`src/e2q_pkg.sv`:
```
package e2q_pkg;

  // working format: 30 fraction bits, 34 bits hold +/- 2*pi with margin
  localparam int WorkBits = 34;
  localparam int WorkFrac = 30;
  localparam int TabLen = 30;

  typedef logic signed [WorkBits-1:0] work_t;

  localparam work_t KPi = 34'sd3373259426;
  localparam work_t KHalfPi = 34'sd1686629713;
  localparam work_t KTwoPi = 34'sd6746518852;
  localparam work_t KGain = 34'sd652032874;

  // arctangent of 2^-i, 30 fraction bits
  function automatic work_t atan_val(input logic [4:0] i);
    work_t r;
    r = '0;
    unique case (i)
      5'd0: r = 34'sd843314856;
      5'd1: r = 34'sd497837829;
      5'd2: r = 34'sd263043836;
      5'd3: r = 34'sd133525158;
      5'd4: r = 34'sd67021686;
      5'd5: r = 34'sd33543515;
      5'd6: r = 34'sd16775850;
      5'd7: r = 34'sd8388437;
      5'd8: r = 34'sd4194282;
      5'd9: r = 34'sd2097149;
      5'd10: r = 34'sd1048575;
      5'd11: r = 34'sd524287;
      5'd12: r = 34'sd262143;
      5'd13: r = 34'sd131071;
      5'd14: r = 34'sd65535;
      5'd15: r = 34'sd32767;
      5'd16: r = 34'sd16383;
      5'd17: r = 34'sd8191;
      5'd18: r = 34'sd4095;
      5'd19: r = 34'sd2047;
      5'd20: r = 34'sd1023;
      5'd21: r = 34'sd511;
      5'd22: r = 34'sd255;
      5'd23: r = 34'sd127;
      5'd24: r = 34'sd63;
      5'd25: r = 34'sd31;
      5'd26: r = 34'sd15;
      5'd27: r = 34'sd7;
      5'd28: r = 34'sd3;
      5'd29: r = 34'sd1;
      default: r = '0;
    endcase
    return r;
  endfunction

  // one rotator lane
  typedef struct packed {
    work_t x;
    work_t y;
    work_t z;
    logic  neg;
  } lane_t;

  typedef struct packed {
    lane_t roll;
    lane_t pitch;
    lane_t yaw;
  } cell_data_t;

endpackage

```
`src/e2q_cell.sv`:
```
// one cordic step for the three angle lanes, registered
module e2q_cell #(
  parameter int STEP = 0
) (
  input  logic                clk,
  input  logic                en,
  input  e2q_pkg::cell_data_t din,
  output e2q_pkg::cell_data_t dout
);

  localparam e2q_pkg::work_t Atan = e2q_pkg::atan_val(5'(STEP));

  function automatic e2q_pkg::lane_t rot(input e2q_pkg::lane_t a);
    e2q_pkg::lane_t r;
    r = a;
    if (a.z >= 0) begin
      r.x = a.x - (a.y >>> STEP);
      r.y = a.y + (a.x >>> STEP);
      r.z = a.z - Atan;
    end else begin
      r.x = a.x + (a.y >>> STEP);
      r.y = a.y - (a.x >>> STEP);
      r.z = a.z + Atan;
    end
    return r;
  endfunction

  // stage register, advances when the chain moves
  always_ff @(posedge clk) begin
    if (en) begin
      dout.roll  <= rot(din.roll);
      dout.pitch <= rot(din.pitch);
      dout.yaw   <= rot(din.yaw);
    end
  end

endmodule

```
`config.mk`:
```
export PLATFORM = sky130hd
export DESIGN_NAME = e2q_cell
export DESIGN_NICKNAME = d
export VERILOG_FILES = /design/src/e2q_pkg.sv /design/src/e2q_cell.sv
export SDC_FILE = /design/constraint.sdc
export NUM_CORES = 1
export LEC_CHECK = 0
export BUFFER_PORTS_ARGS = -buffer_cell sky130_fd_sc_hd__buf_2
export CAP_MARGIN = 15
export CORE_AREA = 2 2 246 248
export CTS_CLUSTER_DIAMETER = 30
export DETAILED_ROUTE_END_ITERATION = 8
export DIE_AREA = 0 0 248 250
export PLACE_DENSITY = 0.78
export RECOVER_POWER = 100
export REMOVE_ABC_BUFFERS = 1
export SLEW_MARGIN = 40
export SYNTH_ARGS = -nofsm -noshare
export SYNTH_HDL_FRONTEND = slang
export SYNTH_SLANG_ARGS = --single-unit
export TNS_END_PERCENT = 20
```
`constraint.sdc`:
```
create_clock -name clk -period 6.9 [get_ports clk]
set_input_delay 2.07 -clock clk [delete_from_list [all_inputs] [get_ports clk]]
set_output_delay 2.07 -clock clk [all_outputs]
set_load 0.05 [all_outputs]
```
Word-level counts from Yosys, hierarchy flattened

Cells that the tools add are included.

Output and inout bits: 309
Bits in registers: 309
Logic and storage cells: 33
Input bits: 311

$add $sub $neg: 15
Muxes and demuxes: 3
Magnitude comparators: 3

Operator list:

| operator                 | count |
|---|---|
| $mux W102                | 3 |
| $sub A34 B34 Y34         | 6 |
| $add A34 B31 Y34 const B | 3 |
| $add A34 B34 Y34         | 3 |
| $ge A34 B1 Y1 const B    | 3 |
| $sub A34 B31 Y34 const B | 3 |

Depth between registers and ports, before layout

Gate-level depths: netlist (run 1).

Depth after elaboration: 2
Gate-level depth with buffers: 22

Least setup slack after synthesis (run 1)

OpenSTA, ideal clock, no wires.

Kind: input to register
Start: input din[34] in the netlist's numbering
End: register dout[31] in the netlist's numbering, data pin
Buffers on the path: 2
Stages: 20
Setup time: 0.259 ns
Data arrival time: 6.473 ns
Path slack: 0.169 ns
Cells stage by stage: inv_1 -> ha_1 -> nor4b_1 -> nand4_1 -> nor4_1 -> and4_1 -> nand2b_1 -> clkbuf_1 -> buf_1 -> ha_1 -> a211oi_1 -> o21ai_0 -> nor4b_1 -> or4b_1 -> a211o_1 -> a41oi_1 -> a21oi_1 -> a21o_1 -> a21oi_1 -> xnor2_1

Word-level cells in the longest chain between the ends: 2

Ends and longest elaborated chain:

| what               | RTL line       | source |
|---|---|---|
| start: declaration | e2q_cell.sv:7  | `input e2q_pkg::cell_data_t din,` |
| $ge A34 B1 Y1      | e2q_cell.sv:16 | `if (a.z >= 0) begin` |
| $mux W102          | e2q_cell.sv:16 |  |
| end: declaration   | e2q_cell.sv:8  | `output e2q_pkg::cell_data_t dout` |

Every way passes these cells.
A chain may end at the register's enable or synchronous reset.

Final worst setup path (run 1)

Start: input din[137] in the netlist's numbering
End: register dout[153] in the netlist's numbering, data pin

Same word-level chain as after synthesis.

==> results of run 1 <==
final cells by class:
| class | count | area (sq um) | share of cell area [%] |
|---|---|---|---|
| antenna | 18 | 45.0 | 0.124 |
| clock buffer | 77 | 1840 | 5.08 |
| clock inverter | 56 | 632 | 1.74 |
| inverter | 349 | 1310 | 3.62 |
| multi-input combinational | 2738 | 19400 | 53.6 |
| sequential | 306 | 9190 | 25.4 |
| tap | 782 | 978 | 2.70 |
| timing repair buffer | 642 | 2820 | 7.79 |
cell usage in the layout, fill, tap and decap left out, drive strengths merged, types with 13 or more instances in the layout:
cell type	count
xor2	46
or2	14
diode	18
a21oi	423
clkinv	36
buf	302
nor2	297
and3	13
edfxtp	306
a221oi	17
nand2b	43
and2	13
clkbuf	417
o21ai	209
o21bai	105
a21o	115
or3	31
xnor2	228
mux2i	47
o211ai	28
a31oi	28
nand2	173
nor4	42
nand4	41
a2111oi	15
inv	354
ha	387
a211oi	26
nor2b	38
o31ai	26
nand3	40
o21a	30
nor3	72
a211o	16
worst max-delay path by stage:
stage                     slack [ns]   endpoint  cells past startpoint
after detailed placement        0.25   dout[31]                     19
after floorplan                -2.02  dout[237]                     19
final                           0.36  dout[153]                     13
after CTS                       0.92  dout[137]                     20
after global placement          0.34   dout[31]                     20
after global routing            0.20   dout[34]                     21
power by group:
group	internal, mW	leakage [nW]	switching, mW
Sequential	2.48	3.00	0.119
Clock	2.24	1.18	1.20
Combinational	0.975	11.7	2.64
layer usage:
metal	global-route usage, %	wire, um	vias to the layer above
met2	52.9	48700	1305
met5	0	276	-
met1	40.0	41400	13700
li1	-	-	13900
met4	17.0	5200	42
met3	7.85	9470	311
cells by family (layout without fill, tap and decap cells):
logic type,after synthesis,count (layout)
adder cells (fa/ha/maj),399,399
AO/OA/AOI/OAI,1163,1163
buffers and inverters,491,1124
multiplexers,48,48
XOR/XNOR,274,274
other,0,18
AND/OR/NAND/NOR,854,854
flip-flops,306,306
metrics by stage:
stage          setup slack (ns)  TNS (ns)  utilization (%)  hold slack, ns
5_1_grt                   0.198         0             60.8            1.61
2_1_floorplan             -2.02    -96.90                -            2.17
4_1_cts                   0.922         0             61.6            1.60
3_5_place_dp              0.249         0             57.5            2.25
3_3_place_gp              0.344         0             57.4            2.25
6_report                  0.361         0             60.8            1.63
==> impl_metrics.json, run 1 <==
{
  "status": "finished with violations",
  "violations": "capacitance limit, slew limit",
  "maxSlewHeadroom_pct": -131,
  "synth_async_sr_flop_share_pct": 0,
  "ir_drop_mv": 0.234,
  "top_regs": "dout: 306 flops",
  "p_per_area_nw_per_um2": 266,
  "die_area_sq_um": 62000,
  "worstMarginPinSlew_ns": 3.47,
  "critical_path.cell_chain": "buf_2 > inv_1 > ha_1 > nor4b_1 > nand4_1 > nor4_1 > and4_1 > nand2b_2 > inv_1 > clkbuf_1 > o21ai_0 > o21ai_0 > xnor2_1",
  "rsz0062_at_grt": "no",
  "cts_buffer_depth": 3,
  "wl_per_cell_um": 21.1,
  "num_vias": 29300,
  "synth_edf_count": 306,
  "postCtsSetupBuffers": 0,
  "dp.cells": 4817,
  "synth_simple_gate_area_share_pct": 13.5,
  "cts_tree": "done",
  "fin_crit_ns": 6.54,
  "ys_types": 79,
  "drcViolationCount": 0,
  "maxSlewViolCount": 558,
  "worst-path-buf-inv": 4,
  "yosys_warnings": 0,
  "largest_reg_flops": 306,
  "viasPerCell": 5.91,
  "power.leakage_nw": 15.8,
  "initial_core_util_pct": 51.2,
  "clkTransAtPathRegs_ns": 0.05,
  "fill_cells": 5488,
  "drive_gt1_share_pct": 11.1,
  "synth-seq-cells": 306,
  "total_power_mw": 9.64,
  "setup_viol": 0,
  "avgSynthCellArea_sq_um": 8.62,
  "grt_pass1_wl_um": 158000,
  "synth_area_leader_cell": "edfxtp_1",
  "synth-compound-area-share_pct": 24.1,
  "min_from": "din[206]",
  "antenna_found_initial": 38,
  "cp-start-kind": "input port",
  "synthCells": 3535,
  "dpl.hpwl_um": 83700,
  "crit_start": "din[137]",
  "io-pin-count": 620,
  "critPathSlowestCell": "clkbuf_1",
  "cap_violations": 8,
  "io_buffers": 619,
  "max_freq_ghz": 0.153,
  "ant_nets": 0,
  "synth_top_area_share_pct": 30.1,
  "critical_path.max_stage_delay_ns": 2.45,
  "end_kind": "flip-flop",
  "hold_violations": 0,
  "grtUsageTotal_pct": 32.6,
  "ys.flop_type": "edfxtp_1",
  "synth-adder-area-share_pct": 16.7,
  "hold_buffers": 0,
  "synth_top_family_by_area": "compound AO/OA/AOI/OAI gates",
  "rows": 90,
  "cp_max_fo": 68,
  "final_cells": 4968,
  "synthMuxAreaShare_pct": 1.58,
  "worstPathRequired_ns": 7.24,
  "die-width_um": 248,
  "syn2layout_area_growth_pct": 18.9,
  "cts_buffers": 72,
  "synthXorXnorAreaFrac_pct": 7.87,
  "hold_path_class": "in2reg",
  "wirelength_um": 105000,
  "htreeDepth": 3,
  "grt_pass1_vias": 28000,
  "layout.nets": 4819,
  "grt_max_degree": 104,
  "worstPathArrival_ns": 6.88,
  "holdPathStages": 1,
  "drtIter0Drc": 2395,
  "synthTopCellsByArea": "edfxtp_1 30%, ha_1 16%, a21oi_1 6.9%",
  "critPathTopFamily": "buffers and inverters",
  "cts-resized-gates": 0,
  "post-route-period-util_pct": 94.8,
  "seq_area_frac_synth_pct": 30.1,
  "crit_type": "in2reg",
  "placed_cell_area_sq_um": 34200,
  "core_region_area_sq_um": 59600,
  "netlist_area_sq_um": 30500,
  "die_h_um": 250,
  "cts_sinks": 306,
  "synth_most_common_cell": "a21oi_1",
  "globalplace.congestion": 1.00,
  "root_buffer": "clkbuf_16",
  "overflow": 0,
  "finalInstanceArea_sq_um": 36200,
  "top_register": "dout",
  "synthTopCellsByCount": "422 x a21oi_1, 387 x ha_1, 337 x inv_1",
  "drt-pass1-iter-count": 5,
  "holdPathEnd": "dout[206]"
}
No activity file was read; power rests on OpenSTA's default activity.
==> run 2: changes to the inputs <==
--- a/config.mk
+++ b/config.mk
@@ -7,10 +7,10 @@
 export LEC_CHECK = 0
 export BUFFER_PORTS_ARGS = -buffer_cell sky130_fd_sc_hd__buf_2
 export CAP_MARGIN = 15
-export CORE_AREA = 2 2 246 248
+export CORE_AREA = 2 2 242 244
 export CTS_CLUSTER_DIAMETER = 30
 export DETAILED_ROUTE_END_ITERATION = 8
-export DIE_AREA = 0 0 248 250
+export DIE_AREA = 0 0 244 246
 export PLACE_DENSITY = 0.78
 export RECOVER_POWER = 100
 export REMOVE_ABC_BUFFERS = 1
==> constraint.sdc (replaced) <==
create_clock -name clk -period 6.1 [get_ports clk]
set_input_delay 1.83 -clock clk [delete_from_list [all_inputs] [get_ports clk]]
set_output_delay 1.83 -clock clk [all_outputs]
set_load 0.05 [all_outputs]
==> run 2 against run 1 <==
The flow still finishes with violations (capacitance limit, slew limit); cell count grew 1.6%; cell area grew 2.1%; global-route usage grew 1.6 points; largest power group unchanged; highest routed layer unchanged.
==> impl_metrics.json, run 2 (same netlist as run 1, synthesis figures left out) <==
{
  "fin_crit_ns": 5.91,
  "critical_path.max_stage_delay_ns": 1.99,
  "final_common_cell": "a21oi_1",
  "p_per_area_nw_per_um2": 302,
  "post-route-period-util_pct": 96.8,
  "utilization_pct": 64.5,
  "drt-pass1-iter-count": 6,
  "power.leakage_nw": 16.3,
  "critPathSlowestCell": "clkbuf_1",
  "ir_drop_mv": 0.318,
  "top_regs": "dout: 306 flops",
  "maxSlewHeadroom_pct": -83.2,
  "grtUsageTotal_pct": 34.2,
  "violations": "capacitance limit, slew limit",
  "cp-start-kind": "input port",
  "max_freq_ghz": 0.169,
  "hold_buffers": 0,
  "total_power_mw": 11.2,
  "crit_start": "din[240]",
  "cp_max_fo": 48,
  "viasPerCell": 5.97,
  "worstPathArrival_ns": 6.25,
  "root_buffer": "clkbuf_16",
  "drive_gt1_share_pct": 13.1,
  "fin_ws_ns": 0.193,
  "grt_pass1_wl_um": 161000,
  "wirelength_um": 107000,
  "maxSlewViolCount": 362,
  "io_buffers": 619,
  "rsz0062_at_grt": "no",
  "die_area_sq_um": 60000,
  "worstMarginPinSlew_ns": 2.75,
  "die-width_um": 244,
  "top_register": "dout",
  "worstPathRequired_ns": 6.44,
  "antenna_found_initial": 34,
  "setup_tns_ns": 0,
  "initial_core_util_pct": 53.1,
  "fill_cells": 5134,
  "io-pin-count": 620,
  "syn2layout_area_growth_pct": 21.4,
  "cts_sinks": 306,
  "final_cells": 5049,
  "hold_violations": 0,
  "final_cell_mix": "423 x a21oi_1, 387 x ha_1, 348 x clkbuf_1, 335 x inv_1, 306 x edfxtp_1",
  "cts_tree": "done",
  "hold_path_class": "in2reg",
  "drcViolationCount": 0,
  "grt_max_degree": 93,
  "core_region_area_sq_um": 57400,
  "drtIter0Drc": 2516,
  "grt_pass1_vias": 28800,
  "pre_cts_ws_ns": -0.137,
  "status": "finished with violations",
  "critical_path.cell_chain": "clkbuf_1 > inv_1 > ha_1 > nor4b_1 > nand4_1 > nor4_1 > and4_1 > nand2b_1 > inv_2 > clkbuf_1 > o211ai_1 > a21oi_1 > a21oi_1 > xor2_1",
  "cp-endpoint": "dout[272]",
  "cts_buffers": 77,
  "end_kind": "flip-flop",
  "crit_type": "in2reg",
  "overflow": 0,
  "largest_reg_flops": 306,
  "cap_violations": 5,
  "dpl.hpwl_um": 85300,
  "htreeDepth": 3,
  "wl_per_cell_um": 21.2,
  "die_h_um": 246,
  "num_vias": 30100,
  "setup_viol": 0,
  "dp.cells": 4888,
  "postCtsSetupBuffers": 0,
  "layout.nets": 4913,
  "clkTransAtPathRegs_ns": 0.05,
  "rows": 88,
  "ant_nets": 0,
  "globalplace.congestion": 1.02,
  "cts_buffer_depth": 3
}
run 2: changes by cell type in the layout (fill, tap and decap cells not counted), moves of 5 or more:
cell and delta:
clkinv_4 +6, clkinvlp_4 +5, inv_6 +7, buf_4 +73
clkbuf_1 +8, clkbuf_4 +5
run 2: timing repair:
action	4_1_cts	5_1_grt
hold endpoints to repair	0	0
resized for setup	0	2
setup endpoints to repair	0	1
run 2: critical path: cells and delay by family:
kind                       cells  cell delay [ns]
xor gates and xnor gates       1             0.17
AOI/OAI and AO/OA              3             0.77
and+or+nand+nor                5             0.74
adders and majority gates      1             0.17
buffers and inverters          4             2.54
run 2: how the worst min path moves through the flow:
stage          startpoint        end  depth (start not counted)
2_1_floorplan      din[0]    dout[0]                          0
3_3_place_gp       din[0]    dout[0]                          1
3_5_place_dp       din[0]    dout[0]                          1
4_1_cts            din[0]    dout[0]                          1
5_1_grt          din[103]  dout[103]                          1
6_report           din[0]    dout[0]                          1
run 2: per-stage QoR:
step | area (sq um) | hold slack (ns)
6_report | 37000 | 1.41
5_1_grt | 37000 | 1.39
4_1_cts | 37500 | 1.37
3_5_place_dp | 34900 | 2.01
3_3_place_gp | 34900 | 2.01
2_1_floorplan | 29900 | 1.93
run 2: cell type report:
type / instances / area (sq um) / share of cell area [%]
timing repair buffer: 731 / 3470 / 9.37
clock buffer: 80 / 1940 / 5.24
tap: 765 / 957 / 2.59
clock inverter: 63 / 672 / 1.82
inverter: 349 / 1310 / 3.54
sequential: 306 / 9190 / 24.8
multi-input combinational: 2738 / 19400 / 52.5
antenna: 17 / 42.5 / 0.115
run 2: per-layer routing:
metal | global-route usage (%) | vias to the layer above | wire length [um]
met4 | 17.5 | 26 | 5580
met1 | 41.3 | 14100 | 41300
met2 | 58.1 | 1532 | 50600
li1 | - | 14200 | -
met3 | 6.78 | 344 | 9390
met5 | 0 | - | 163
run 2: power by group:
| part | total, mW | internal [mW] | switching [mW] |
|---|---|---|---|
| sequential | 2.94 | 2.80 | 0.137 |
| clock | 4.07 | 2.65 | 1.41 |
| combinational | 4.15 | 1.15 | 3.00 |
