### src/e2q_pkg.sv
package e2q_pkg;

  // working format: 30 fraction bits, 34 bits hold +/- 2*pi with margin
  localparam int WorkBits = 34;
  localparam int WorkFrac = 30;
  localparam int TabLen = 30;

  typedef logic signed [WorkBits-1:0] work_t;

  localparam work_t KPi = 34'sd3373259426;
  localparam work_t KHalfPi = 34'sd1686629713;
  localparam work_t KTwoPi = 34'sd6746518852;
  localparam work_t KGain = 34'sd652032874;

  // arctangent of 2^-i, 30 fraction bits
  function automatic work_t atan_val(input logic [4:0] i);
    work_t r;
    r = '0;
    unique case (i)
      5'd0: r = 34'sd843314856;
      5'd1: r = 34'sd497837829;
      5'd2: r = 34'sd263043836;
      5'd3: r = 34'sd133525158;
      5'd4: r = 34'sd67021686;
      5'd5: r = 34'sd33543515;
      5'd6: r = 34'sd16775850;
      5'd7: r = 34'sd8388437;
      5'd8: r = 34'sd4194282;
      5'd9: r = 34'sd2097149;
      5'd10: r = 34'sd1048575;
      5'd11: r = 34'sd524287;
      5'd12: r = 34'sd262143;
      5'd13: r = 34'sd131071;
      5'd14: r = 34'sd65535;
      5'd15: r = 34'sd32767;
      5'd16: r = 34'sd16383;
      5'd17: r = 34'sd8191;
      5'd18: r = 34'sd4095;
      5'd19: r = 34'sd2047;
      5'd20: r = 34'sd1023;
      5'd21: r = 34'sd511;
      5'd22: r = 34'sd255;
      5'd23: r = 34'sd127;
      5'd24: r = 34'sd63;
      5'd25: r = 34'sd31;
      5'd26: r = 34'sd15;
      5'd27: r = 34'sd7;
      5'd28: r = 34'sd3;
      5'd29: r = 34'sd1;
      default: r = '0;
    endcase
    return r;
  endfunction

  // one rotator lane
  typedef struct packed {
    work_t x;
    work_t y;
    work_t z;
    logic  neg;
  } lane_t;

  typedef struct packed {
    lane_t roll;
    lane_t pitch;
    lane_t yaw;
  } cell_data_t;

endpackage

### src/e2q_fold.sv
// angle widening, halving and quadrant folding, registered
module e2q_fold #(
  parameter int ANGLE_BITS = 16
) (
  input  logic                         clk,
  input  logic                         en,
  input  logic signed [ANGLE_BITS-1:0] roll_angle,
  input  logic signed [ANGLE_BITS-1:0] pitch_angle,
  input  logic signed [ANGLE_BITS-1:0] yaw_angle,
  output e2q_pkg::cell_data_t          dout
);

  localparam int Shift = e2q_pkg::WorkFrac - 1 - (ANGLE_BITS - 4);

  function automatic e2q_pkg::lane_t fold(input logic signed [ANGLE_BITS-1:0] a);
    e2q_pkg::lane_t r;
    logic signed [63:0] w;
    e2q_pkg::work_t z;
    w = 64'(a);
    if (Shift >= 0) w = w <<< Shift;
    else w = w >>> (-Shift);
    z = e2q_pkg::WorkBits'(w);
    if (z > e2q_pkg::KPi) z = z - e2q_pkg::KTwoPi;
    else if (z < -e2q_pkg::KPi) z = z + e2q_pkg::KTwoPi;
    r.neg = 1'b0;
    if (z > e2q_pkg::KHalfPi) begin
      z = z - e2q_pkg::KPi;
      r.neg = 1'b1;
    end else if (z < -e2q_pkg::KHalfPi) begin
      z = z + e2q_pkg::KPi;
      r.neg = 1'b1;
    end
    r.x = e2q_pkg::KGain;
    r.y = '0;
    r.z = z;
    return r;
  endfunction

  always_ff @(posedge clk) begin
    if (en) begin
      dout.roll  <= fold(roll_angle);
      dout.pitch <= fold(pitch_angle);
      dout.yaw   <= fold(yaw_angle);
    end
  end

endmodule

### config.mk
export PLATFORM = sky130hd
export DESIGN_NAME = e2q_fold
export DESIGN_NICKNAME = d
export VERILOG_FILES = /design/src/e2q_pkg.sv /design/src/e2q_fold.sv
export SDC_FILE = /design/constraint.sdc
export NUM_CORES = 1
export LEC_CHECK = 0
export ABC_AREA = 1
export BUFFER_PORTS_ARGS = -buffer_cell sky130_fd_sc_hd__buf_2
export CAP_MARGIN = 20
export CORE_UTILIZATION = 35
export CTS_BUF_LIST = sky130_fd_sc_hd__clkbuf_4 sky130_fd_sc_hd__clkbuf_8 sky130_fd_sc_hd__clkbuf_16
export DETAILED_ROUTE_END_ITERATION = 10
export PLACE_DENSITY_LB_ADDON = 0.08
export SETUP_SLACK_MARGIN = 0.3
export SLEW_MARGIN = 20
export SYNTH_ARGS = -nofsm -noshare
export SYNTH_HDL_FRONTEND = slang
export SYNTH_SLANG_ARGS = --single-unit
export TNS_END_PERCENT = 5
### constraint.sdc
create_clock -name clk -period 3.37 [get_ports clk]
set_input_delay 0.674 -clock clk [delete_from_list [all_inputs] [get_ports clk]]
set_output_delay 0.674 -clock clk [all_outputs]
set_load 0.02 [all_outputs]
# Word level (Yosys, flattened, before mapping)
# Cells that the tools add are included.
# totals
word_cells	51
reg_bits	105
out_inout_bits	309
# classes
n_lt_le_gt_ge	12
add_sub_neg	12
n_mux	21
# op_table
cell	n
34-bit 2-to-1 mux	18
34-bit by 33-bit adder with 34-bit output, second input constant	3
34-bit adder, second input constant	3
34-bit by 32-bit > comparator with 1-bit output, second input constant	3
34-bit by 33-bit > comparator with 1-bit output, second input constant	3
34-bit by 32-bit less-than comparator with 1-bit output, second input constant	3
34-bit by 33-bit less-than comparator with 1-bit output, second input constant	3
34-bit by 33-bit subtractor with 34-bit output, second input constant	3
34-bit subtractor, second input constant	3
1-bit 2-to-1 mux	3

# Depth between registers and ports, before layout
# Gate-level depths: netlist of run 1.
# logic_depth
ltp_word	8
mapped_depth	26
ltp_nobuf	24

# Worst setup path before layout of run 1
# No wires, ideal clock.
# synth_path
path_type	in2reg
start	input yaw_angle[6]
end	register dout[19] (netlist name) (data pin)
path_slack_ns	0.411
stages	24
arrival_time_ns	2.703
path_buffers	3
path_cell_list	buf_6 > nor2_4 > nand2_1 > o21ai_1 > nand2_1 > nand2_1 > nand2_2 > nand2_4 > inv_2 > buf_6 > ha_1 > inv_1 > nand3_1 > nor2_1 > nor2_1 > nand3_1 > nand2_1 > nand3_1 > nand2_1 > nand2_2 > nand2_4 > buf_6 > o21ai_1 > nand2_1
# synth_via
elab_chain_cells	8
elab_cells_between_ends	14
cone_classes	add/sub (4); order compare (4); mux (6)
# synth_rtl
item	line_no	source
from (decl)	e2q_fold.sv:9	input logic signed [ANGLE_BITS-1:0] yaw_angle,
34-bit 2-to-1 mux *	e2q_fold.sv:40	if (en) begin
34-bit by 33-bit less-than comparator with 1-bit output / 34-bit adder (equally long branches)	e2q_fold.sv:24	else if (z < -e2q_pkg::KPi) z = z + e2q_pkg::KTwoPi;
34-bit 2-to-1 mux	e2q_fold.sv:24	
34-bit 2-to-1 mux *	e2q_fold.sv:23	if (z > e2q_pkg::KPi) z = z - e2q_pkg::KTwoPi;
34-bit 2-to-1 mux *	e2q_fold.sv:40	
34-bit by 33-bit adder with 34-bit output / 34-bit by 32-bit less-than comparator with 1-bit output (equally long branches)	e2q_fold.sv:30, e2q_fold.sv:29	
34-bit 2-to-1 mux	e2q_fold.sv:29	end else if (z < -e2q_pkg::KHalfPi) begin
34-bit 2-to-1 mux *	e2q_fold.sv:26	if (z > e2q_pkg::KHalfPi) begin
to (decl)	e2q_fold.sv:10	output e2q_pkg::cell_data_t dout
# Every way passes the cells marked *; elsewhere a longest branch is shown, timed or not. The select of a mux whose other input is x is not followed.
# A chain may end at the register's enable or synchronous reset.

# Final worst setup path of run 1
# layout_path
start	input yaw_angle[2]
end	register dout[34] (netlist name) (data pin)
# layout_via
elab_chain_cells	8
elab_cells_between_ends	14
cone_classes	add/sub (4); order compare (4); mux (6)
# layout_rtl
item	line_no
34-bit 2-to-1 mux *	e2q_fold.sv:40
34-bit adder / 34-bit by 33-bit less-than comparator with 1-bit output (equally long branches)	e2q_fold.sv:24
34-bit 2-to-1 mux	e2q_fold.sv:24
34-bit 2-to-1 mux *	e2q_fold.sv:23
34-bit 2-to-1 mux *	e2q_fold.sv:40
34-bit by 33-bit adder with 34-bit output / 34-bit by 32-bit less-than comparator with 1-bit output (equally long branches)	e2q_fold.sv:30, e2q_fold.sv:29
34-bit 2-to-1 mux	e2q_fold.sv:29
34-bit 2-to-1 mux *	e2q_fold.sv:26
# Marks and branches as above.

==> reports/results.tsv, run 1 <==
metric	value	unit
syn_area	10200	um^2
peakVddDrop	245	uV
hold_viol	0	
synth_top_area_frac	0.238	
largest-register	dout	
finalCoreUtilization	0.404	
clock-sinks	81	
yosysMostFrequentCell	nand2_1	
n_antenna_cell	0	
initialDrtViolationCount	514	
tightestPinTransition	0.603	ns
rsz0062_at_grt	true	
yosysUniqueCellTypes	46	
grt_usage	0.186	
synthSimpleGateAreaFrac	0.402	
port_buffers	151	
p_comb_frac	0.447	
cts_tree	built	
finalSetupViolCount	0	
p_per_area	368	nW/um^2
die_w	173	um
drive_above_1_share	0.232	
max_freq	353	MHz
grt_max_degree	45	
min-delay-start	roll_angle[0]	
p_sw	1790	uW
power.internal	2480	uW
synth-edff-count	81	
worstPathArrival	2.93	ns
worst-path-buf-inv	3	
viasPerCell	4.45	
root_buffer	clkbuf_16	
synth.yosys.seq_area_share	0.238	
min_path_cells	3	
nFillCells	3105	
place.gp.congestion	0.916	
synthMuxAreaShare	0	
top_regs	dout: 81 flops	
netlist_top_cells_area	edfxtp_1 24%, nand2_1 19%, buf_4 18%, nand3_1 7.8%, inv_1 4.7%	
synth-adder-area-share	0.0184	
async_flop_share	0	
final_area	11600	um^2
synth_top_family_by_area	simple AND/OR/NAND/NOR gates	
power.share.switching	0.420	
largest_reg_flops	81	
area_delta_synth_final	13.7	%
coreArea	28700	um^2
final_nets	1858	
dominantRegCellSynth	edfxtp_1	
setup-tns-final	0	ns
postRouteAntennaNets	0	
fp.dieH	173	um
cp.required	3.47	ns
fin_crit_sh	0.841	
critPathLaunchType	input port	
cp_top_family	simple AND/OR/NAND/NOR gates	
clk_pin_slew_worst_paths	0.06	ns
critPathMaxStageDelay	0.20	ns
yosys_register_bits	81	
clkPwrFrac	0.240	
antenna_found_initial	0	
synth_compound_area_frac	0.0580	
crit_path_end_kind	flop	
postPlaceCellArea	11100	um^2
dp_hpwl	22900	um
crit_start	yaw_angle[2]	
synth.cells.most_frequent	523 x nand2_1, 238 x buf_4, 160 x nand3_1, 128 x inv_1, 103 x nor2_1	
fp-row-count	62	
synth_cells	1562	
max_slew_margin	0.597	
path_cells	buf_2, nor2_1, nand2_1, nand2_1, nand2_1, nand3b_4, nand3_4, inv_4, nand2_1, nand3_1, nand2_2, o21ai_2, nand2_1, nand3_1, nand2_2, nand2_4, inv_2, o21ai_2, nand3_1	
drt_wl_total	28300	um
pwr-share-seq	0.313	
leakage	0.00635	uW
worst_path_max_delay_cell	o21ai_2	
max_cap_violations	0	
final.min_clock_period	2.84	ns
cts_buffers	9	
slew_viol_final	0	
syn_area_per_cell	6.53	um^2
min_to	dout[224]	
synth-xor-area-share	0.0283	
gr-total-overflow	0	
grt_pass1_wl	44800	um
die_area	29800	um^2
drc	0	
grt_pass1_vias	8690	
initial_utilization	0.355	
status	finished, final reports clean	
yosys.area.top_type	edfxtp_1	
hp-class	input port to flop	
wl_per_cell	13.0	um
cts_buffer_depth	2	
ys_warn_count	0	
htree_levels	3	
path_class	input port to flop	
vias	9708	
pin_count	359	
drtPass1Iterations	5	
crit_top_cell	nand2_1	
cp_max_fo	10	
## per-layer routing
metal  vias to the layer above  GRT usage  wire [um]
met2                       294      0.307      13300
met4                         0     0.0454        323
met1                      4367      0.247      13100
met3                        19     0.0380       1580
met5                         -          0          0
li1                       5028          -          -
## how the worst max path moves through the flow
stage | cells past startpoint | to
2_1_floorplan | 24 | dout[19]
3_3_place_gp | 19 | dout[34]
3_5_place_dp | 19 | dout[34]
4_1_cts | 19 | dout[34]
5_1_grt | 22 | dout[227]
6_report | 19 | dout[34]
## kinds of logic (layout without fill, tap and decap cells)
logic type / count (synthesis) / in the layout
buffers and inverters: 417 / 446
DFF: 81 / 81
and+or+nand+nor: 907 / 909
other: 2 / 207
AOI/OAI and AO/OA: 107 / 107
xor gates and xnor gates: 33 / 33
adders and majority gates: 15 / 15
## final cells by class
class	count	area, um^2	share of cell area
clock buffers	11	240	0.0207
inverters	149	569	0.0491
repair buffers	281	1780	0.154
clock inverters	5	56.3	0.00485
multi-input cells	1271	6040	0.520
flip-flops and latches	81	2430	0.210
well taps	384	480	0.0414
## layout by cell type, fill, tap and decap left out, types with 2 or more instances in the layout
| cell | n |
|---|---|
| nor2_2 | 6 |
| o21ai_0 | 36 |
| edfxtp_1 | 81 |
| clkbuf_16 | 9 |
| buf_12 | 3 |
| nand3_1 | 158 |
| xor2_1 | 32 |
| a21oi_2 | 2 |
| nand2_2 | 38 |
| nor3_1 | 6 |
| nand4_1 | 31 |
| inv_4 | 2 |
| ha_1 | 14 |
| o21ai_1 | 32 |
| buf_2 | 147 |
| nand3_4 | 4 |
| or2_2 | 4 |
| a31oi_1 | 3 |
| nor3_2 | 2 |
| nand3b_4 | 2 |
| inv_1 | 127 |
| conb_1 | 207 |
| nor2_4 | 8 |
| nand3_2 | 15 |
| a21oi_1 | 20 |
| nand3b_1 | 3 |
| nor2_1 | 101 |
| nand2_4 | 8 |
| o21ai_2 | 6 |
| nand2_1 | 521 |
| inv_2 | 18 |
| buf_4 | 127 |
| clkinv_2 | 2 |
| clkbuf_4 | 5 |
## power groups by stage
stage                     Sequential, uW  Combinational [uW]  Clock (uW)
after floorplan                     1540                1330           0
after global placement              1360                1880           0
after detailed placement            1360                1870           0
after CTS                           1340                1880        1060
after global routing                1350                2120        1100
final                               1340                1910        1030
## what timing repair did
item                       in CTS  in global routing
setup endpoints to repair       3                 53
resized for setup               1                 27
hold buffers                    0                  0
gates cloned                    0                  2
buffers inserted                0                 14
pin swaps                       0                  6
## stage by stage
stage / power (uW) / hold WS [ns] / instances / setup slack [ns]
2_1_floorplan: 2870 / 0.786 / 1767 / 0.411
3_3_place_gp: 3240 / 1.12 / 2150 / -0.115
3_5_place_dp: 3230 / 1.11 / 2150 / -0.0841
4_1_cts: 4280 / 0.737 / 2166 / 0.389
5_1_grt: 4570 / 0.753 / 2182 / 0.289
6_report: 4270 / 0.746 / 2182 / 0.535
No activity file was read; power rests on OpenSTA's default activity.
==> run 2, diff against run 1 <==
Clock period 3.37 ns to 2.3 ns, I/O delays scaled along.
==> reports/results.tsv, run 2 (synthesis results as in run 1) <==
metric	value	unit	change
crit_path_end_kind	flop		
cts-hold-fix-buffers	0		unchanged
mostFrequentLayoutCell	nand2_1		
grt_max_degree	82		+82%
postRouteAntennaNets	0		unchanged
max_cap_violations	0		unchanged
grt_pass1_vias	9557		+10%
clock-sinks	81		unchanged
area_delta_synth_final	44.8	%	
critPathMaxStageDelay	0.13	ns	-0.07 ns
htree_levels	3		unchanged
drtPass1Iterations	5		unchanged
hold_viol	0		unchanged
initial_utilization	0.355		unchanged
p_total	7090	uW	+66%
viasPerCell	4.38		-1.5%
top_regs	dout: 81 flops		
hp-class	input port to flop		
pin_count	359		unchanged
finalSetupViolCount	61		+61
peakVddDrop	442	uV	+80%
wl_per_cell	12.7	um	-2.0%
die_w	173	um	unchanged
rsz0062_at_grt	true		
slew_viol_final	0		unchanged
worst_slack	-0.125	ns	-0.660 ns
fp.dieH	173	um	unchanged
n_antenna_cell	0		unchanged
drc	0		unchanged
grt_usage	0.202		+0.0157
cp_max_fo	5		-5
path_cells	buf_6, nor2_4, nand2_2, nand3_2, nand2_2, nand2_4, buf_4, buf_6, nand4_1, nand3_2, nand2_2, nor2_4, nand2_2, o21ai_2, nand2_1, nand2_2, nand2_4, buf_6, nand3b_1, nand2_1, nand2_1, nand2_1		
root_buffer	clkbuf_16		
status	complete, but fails checks		
cts_buffers	9		unchanged
drive_above_1_share	0.429		+0.197
max_freq	412	MHz	
port_buffers	151		unchanged
coreArea	28700	um^2	unchanged
drt_wl_total	31100	um	+9.8%
vias	10707		+10%
fp-row-count	62		unchanged
clk_pin_slew_worst_paths	0.08	ns	+0.02 ns
largest-register	dout		
cts_tree	built		
fin_crit_sh	1.05		
cp.required	2.41	ns	-1.06 ns
dp_hpwl	24000	um	+4.9%
die_area	29800	um^2	unchanged
crit_top_cell	nand2_2		
violations	negative setup slack		
leakage	0.00786	uW	+24%
worst_path_max_delay_cell	nor2_4		
gr-total-overflow	0		unchanged
final_nets	2120		+14%
critPathLaunchType	input port		
p_per_area	480	nW/um^2	+30%
final.min_clock_period	2.42	ns	
grt_pass1_wl	48500	um	+8.4%
cts_buffer_depth	2		unchanged
finalCoreUtilization	0.515		+0.111
place.gp.congestion	0.901		-1.6%
final_cell_mix	433 x nand2_1, 353 x buf_4, 207 x conb_1		
nFillCells	2885		-7.1%
path_class	input port to flop		
worstPathArrival	2.54	ns	-0.39 ns
antenna_found_initial	1		+1
largest_reg_flops	81		unchanged
initialDrtViolationCount	460		-11%
run 2: changes by cell type in the layout (fill, tap and decap cells not counted), sizes merged:
cell      delta
clkinvlp     +1
nand2        -1
clkbuf       -4
buf        +261
nand3        +2
inv          +3
bufinv       -1
bufbuf       +1
run 2: power breakdown:
group          internal, uW  total [uW]  leakage (uW)  switching, uW
Clock                   767        1510      0.000140            747
Combinational          1440        3620       0.00693           2180
Sequential             1890        1960      0.000791           69.3
run 2: final timing paths:
path / from / cells past startpoint / slack (ns) / endpoint
max: pitch_angle[2] / 22 / -0.12 / dout[127]
min: roll_angle[0] / 3 / 0.45 / dout[224]
run 2: critical path: cells and delay by family:
kind	cells	cell delay, ns
AO/OA/AOI/OAI	1	0.12
buffers and inverters	4	0.45
AND/OR/NAND/NOR	17	1.49
run 2: what timing repair did:
| action | CTS | global route |
|---|---|---|
| pin swaps | 100 | 81 |
| resized for setup | 229 | 135 |
| cloned | 9 | 1 |
| setup buffers | 36 | 14 |
| endpoints found under the setup margin | 81 | 81 |
run 2: layout make-up:
| class | count | area [um^2] | share of cell area |
|---|---|---|---|
| multi-input cells | 1272 | 6840 | 0.463 |
| repair buffers | 541 | 4130 | 0.279 |
| flip-flops and latches | 81 | 2430 | 0.165 |
| inverters | 149 | 588 | 0.0398 |
| well taps | 384 | 480 | 0.0325 |
| clock buffers | 9 | 225 | 0.0152 |
| clock inverters | 7 | 73.8 | 0.00500 |
| repair inverters | 1 | 6.26 | 0.000423 |
run 2: per-layer routing:
layer,part of all wire,track usage,wire length (um)
met1,0.44,0.254,13600
met2,0.50,0.364,15500
met3,0.045,0.0255,1400
met4,0.017,0.0465,541
met5,0,0,0
run 2: through the flow:
stage,setup TNS [ns],std cells,setup slack (ns),area (um^2),hold WS [ns]
after floorplan,-16.93,1767,-0.361,11000,0.572
after global placement,-50.86,2368,-0.756,12800,0.846
after detailed placement,-50.88,2368,-0.798,12800,0.853
after CTS,-2.22,2429,-0.0992,14200,0.443
after global routing,-14.79,2444,-0.262,14800,0.466
final,-3.70,2444,-0.125,14800,0.451
==> run 3, diff against run 2 <==
Settings changed: ABC_AREA 1 to unset.
==> reports/results.tsv, run 3 <==
metric	value	unit	change
status	complete, but fails checks		
violations	negative setup slack		
min_path_cells	1		-2
viasPerCell	4.68		+6.8%
path_cells	buf_8, buf_6, inv_4, ha_4, or3b_4, a21oi_4, a211oi_2, or4_4, a31oi_4, nor3_4, a311o_2, nor3_2, a21oi_1, xnor2_1		
syn_area_per_cell	8.81	um^2	+35%
synth_compound_area_frac	0.236		+0.178
synth_cells	961		-38%
synth-adder-area-share	0.0222		+0.00376
synth.cells.most_frequent	230 x buf_4, 81 x edfxtp_1, 60 x nor2_1, 55 x nand2_1, 54 x o21ai_0		
rsz0062_at_grt	true		
wl_met1	11400	um	-17%
synth_top_area_frac	0.287		+0.0488
mostFrequentLayoutCell	buf_4		
p_per_area	515	nW/um^2	+7.3%
tightestPinTransition	0.803	ns	
grt_max_degree	26		-68%
final_nets	1428		-33%
dp_hpwl	19500	um	-19%
yosys.area.top_type	edfxtp_1		
worst_slack	-0.783	ns	-0.658 ns
yosysMostFrequentCell	buf_4		
die_w	158	um	-8.8%
final_area	12100	um^2	-18%
fin_crit_sh	1.34		+0.286
worstPathArrival	3.19	ns	+0.65 ns
cp.required	2.40	ns	about the same
antenna_found_initial	0		-1
synth-xor-area-share	0.0631		+0.0347
p_total	6230	uW	-12%
port_buffers	151		unchanged
root_buffer	clkbuf_16		
synth.yosys.seq_area_share	0.287		+0.0488
drtPass1Iterations	5		unchanged
hp-class	input port to flop		
postRouteAntennaNets	0		unchanged
dr_wl_met2	12100	um	-22%
wl_per_cell	14.7	um	+15%
leakage	0.00544	uW	-31%
setup-tns-final	-46.91	ns	-43.21 ns
max_cap_violations	0		unchanged
critPathLaunchType	input port		
cts_buffers	9		unchanged
slew_viol_final	0		unchanged
yosysUniqueCellTypes	94		+100%
hold_viol	0		unchanged
hold_ws	0.545	ns	+0.0940 ns
dominantRegCellSynth	edfxtp_1		
yosys_register_bits	81		unchanged
place.gp.congestion	0.853		-5.3%
synthSimpleGateAreaFrac	0.142		-0.261
path_class	input port to flop		
max_slew_margin	0.459		
clock-sinks	81		unchanged
critPathMaxStageDelay	0.56	ns	+0.43 ns
drc	0		unchanged
crit_path_end_kind	flop		
grt_pass1_vias	7166		-25%
finalSetupViolCount	81		+33%
cts_tree	built		
final.min_clock_period	3.08	ns	+0.658 ns
worst_path_max_delay_cell	or4_4		
die_area	24800	um^2	-17%
final_cell_mix	290 x buf_4, 207 x conb_1, 140 x buf_2		
nFillCells	2261		-22%
pin_count	359		unchanged
postPlaceCellArea	10800	um^2	-16%
wl_met3	915	um	-35%
netlist_top_cells_area	edfxtp_1 29%, buf_4 20%, xnor2_1 4.2%, o21ai_0 3.2%, nor2_1 2.7%		
top_regs	dout: 81 flops		
initialDrtViolationCount	297		-35%
synth_top_family_by_area	buffers and inverters		
max_freq	324	MHz	-21%
peakVddDrop	316	uV	-28%
vias	7896		-26%
fp.dieH	158	um	-8.8%
async_flop_share	0		unchanged
largest_reg_flops	81		unchanged
grt_usage	0.193		-0.00817
top_layer_used	met4		
gr-total-overflow	0		unchanged
synth-edff-count	81		unchanged
dpl_worst_slack	-1.31	ns	-0.508 ns
cts_buffer_depth	2		unchanged
htree_levels	3		unchanged
largest-register	dout		
n_antenna_cell	0		unchanged
clk_pin_slew_worst_paths	0.07	ns	about the same
grt_pass1_wl	37400	um	-23%
initial_utilization	0.359		+0.00324
synthMuxAreaShare	0.00827		+0.00827
drive_above_1_share	0.461		+0.0321
ys_warn_count	0		unchanged
coreArea	23600	um^2	-18%
cp_max_fo	8		+3
cts-hold-fix-buffers	0		unchanged
drt_wl_total	24800	um	-20%
area_delta_synth_final	42.9	%	
fp-row-count	56		-9.7%
syn_area	8470	um^2	-17%
## run 3: layout make-up
type                       count  area [um^2]  area share
clock buffer                   9          225      0.0186
inverter                      25          101     0.00837
sequential                    81         2430       0.201
clock inverter                 7         76.3     0.00630
tap                          319          399      0.0330
multi-input combinational    786         5630       0.465
timing repair buffer         460         3240       0.267
## run 3: path summary, 6_finish.rpt
kind | end | startpoint | slack, ns
max | dout[30] | yaw_angle[5] | -0.78
min | dout[21] | en | 0.55
## run 3: report_power, final
| group | total (uW) | internal [uW] | leakage (uW) | switching [uW] |
|---|---|---|---|---|
| clock network | 1500 | 854 | 0.000150 | 649 |
| registers | 1990 | 1910 | 0.000791 | 81.4 |
| logic | 2740 | 1080 | 0.00449 | 1650 |
| total | 6230 | 3850 | 0.00544 | 2390 |
## run 3: layer usage
metal / vias to the layer above / global-route usage
met1: 3723 / 0.254
met2: 245 / 0.336
met4: 0 / 0.0411
met3: 23 / 0.0255
li1: 3905 / -
met5: - / 0
## run 3: logic make-up after synthesis
kind of cell             after synthesis
adder cells (fa/ha/maj)               15
AO/OA/AOI/OAI                        257
multiplexers                           7
XOR/XNOR                              61
AND/OR/NAND/NOR                      236
other                                  2
flip-flops                            81
buffers and inverters                302
## run 3: through the flow
| stage | cells | util |
|---|---|---|
| floorplan | 1166 | - |
| global placement | 1652 | 0.457 |
| detailed placement | 1652 | 0.457 |
| CTS | 1677 | 0.492 |
| global route | 1687 | 0.513 |
| finish | 1687 | 0.513 |
## run 3: repair_timing
| item | CTS | global route |
|---|---|---|
| cloned | 3 | 0 |
| setup buffers | 6 | 10 |
| pin swaps | 52 | 38 |
| resized for setup | 98 | 95 |
| endpoints found under the setup margin | 81 | 81 |
## run 3: critical path: cells and delay by family
family,cells,cell delay (ns)
and+or+nand+nor,4,1.21
adders and majority gates,1,0.12
AOI/OAI and AO/OA,5,0.97
buffers and inverters,3,0.29
xor gates and xnor gates,1,0.12
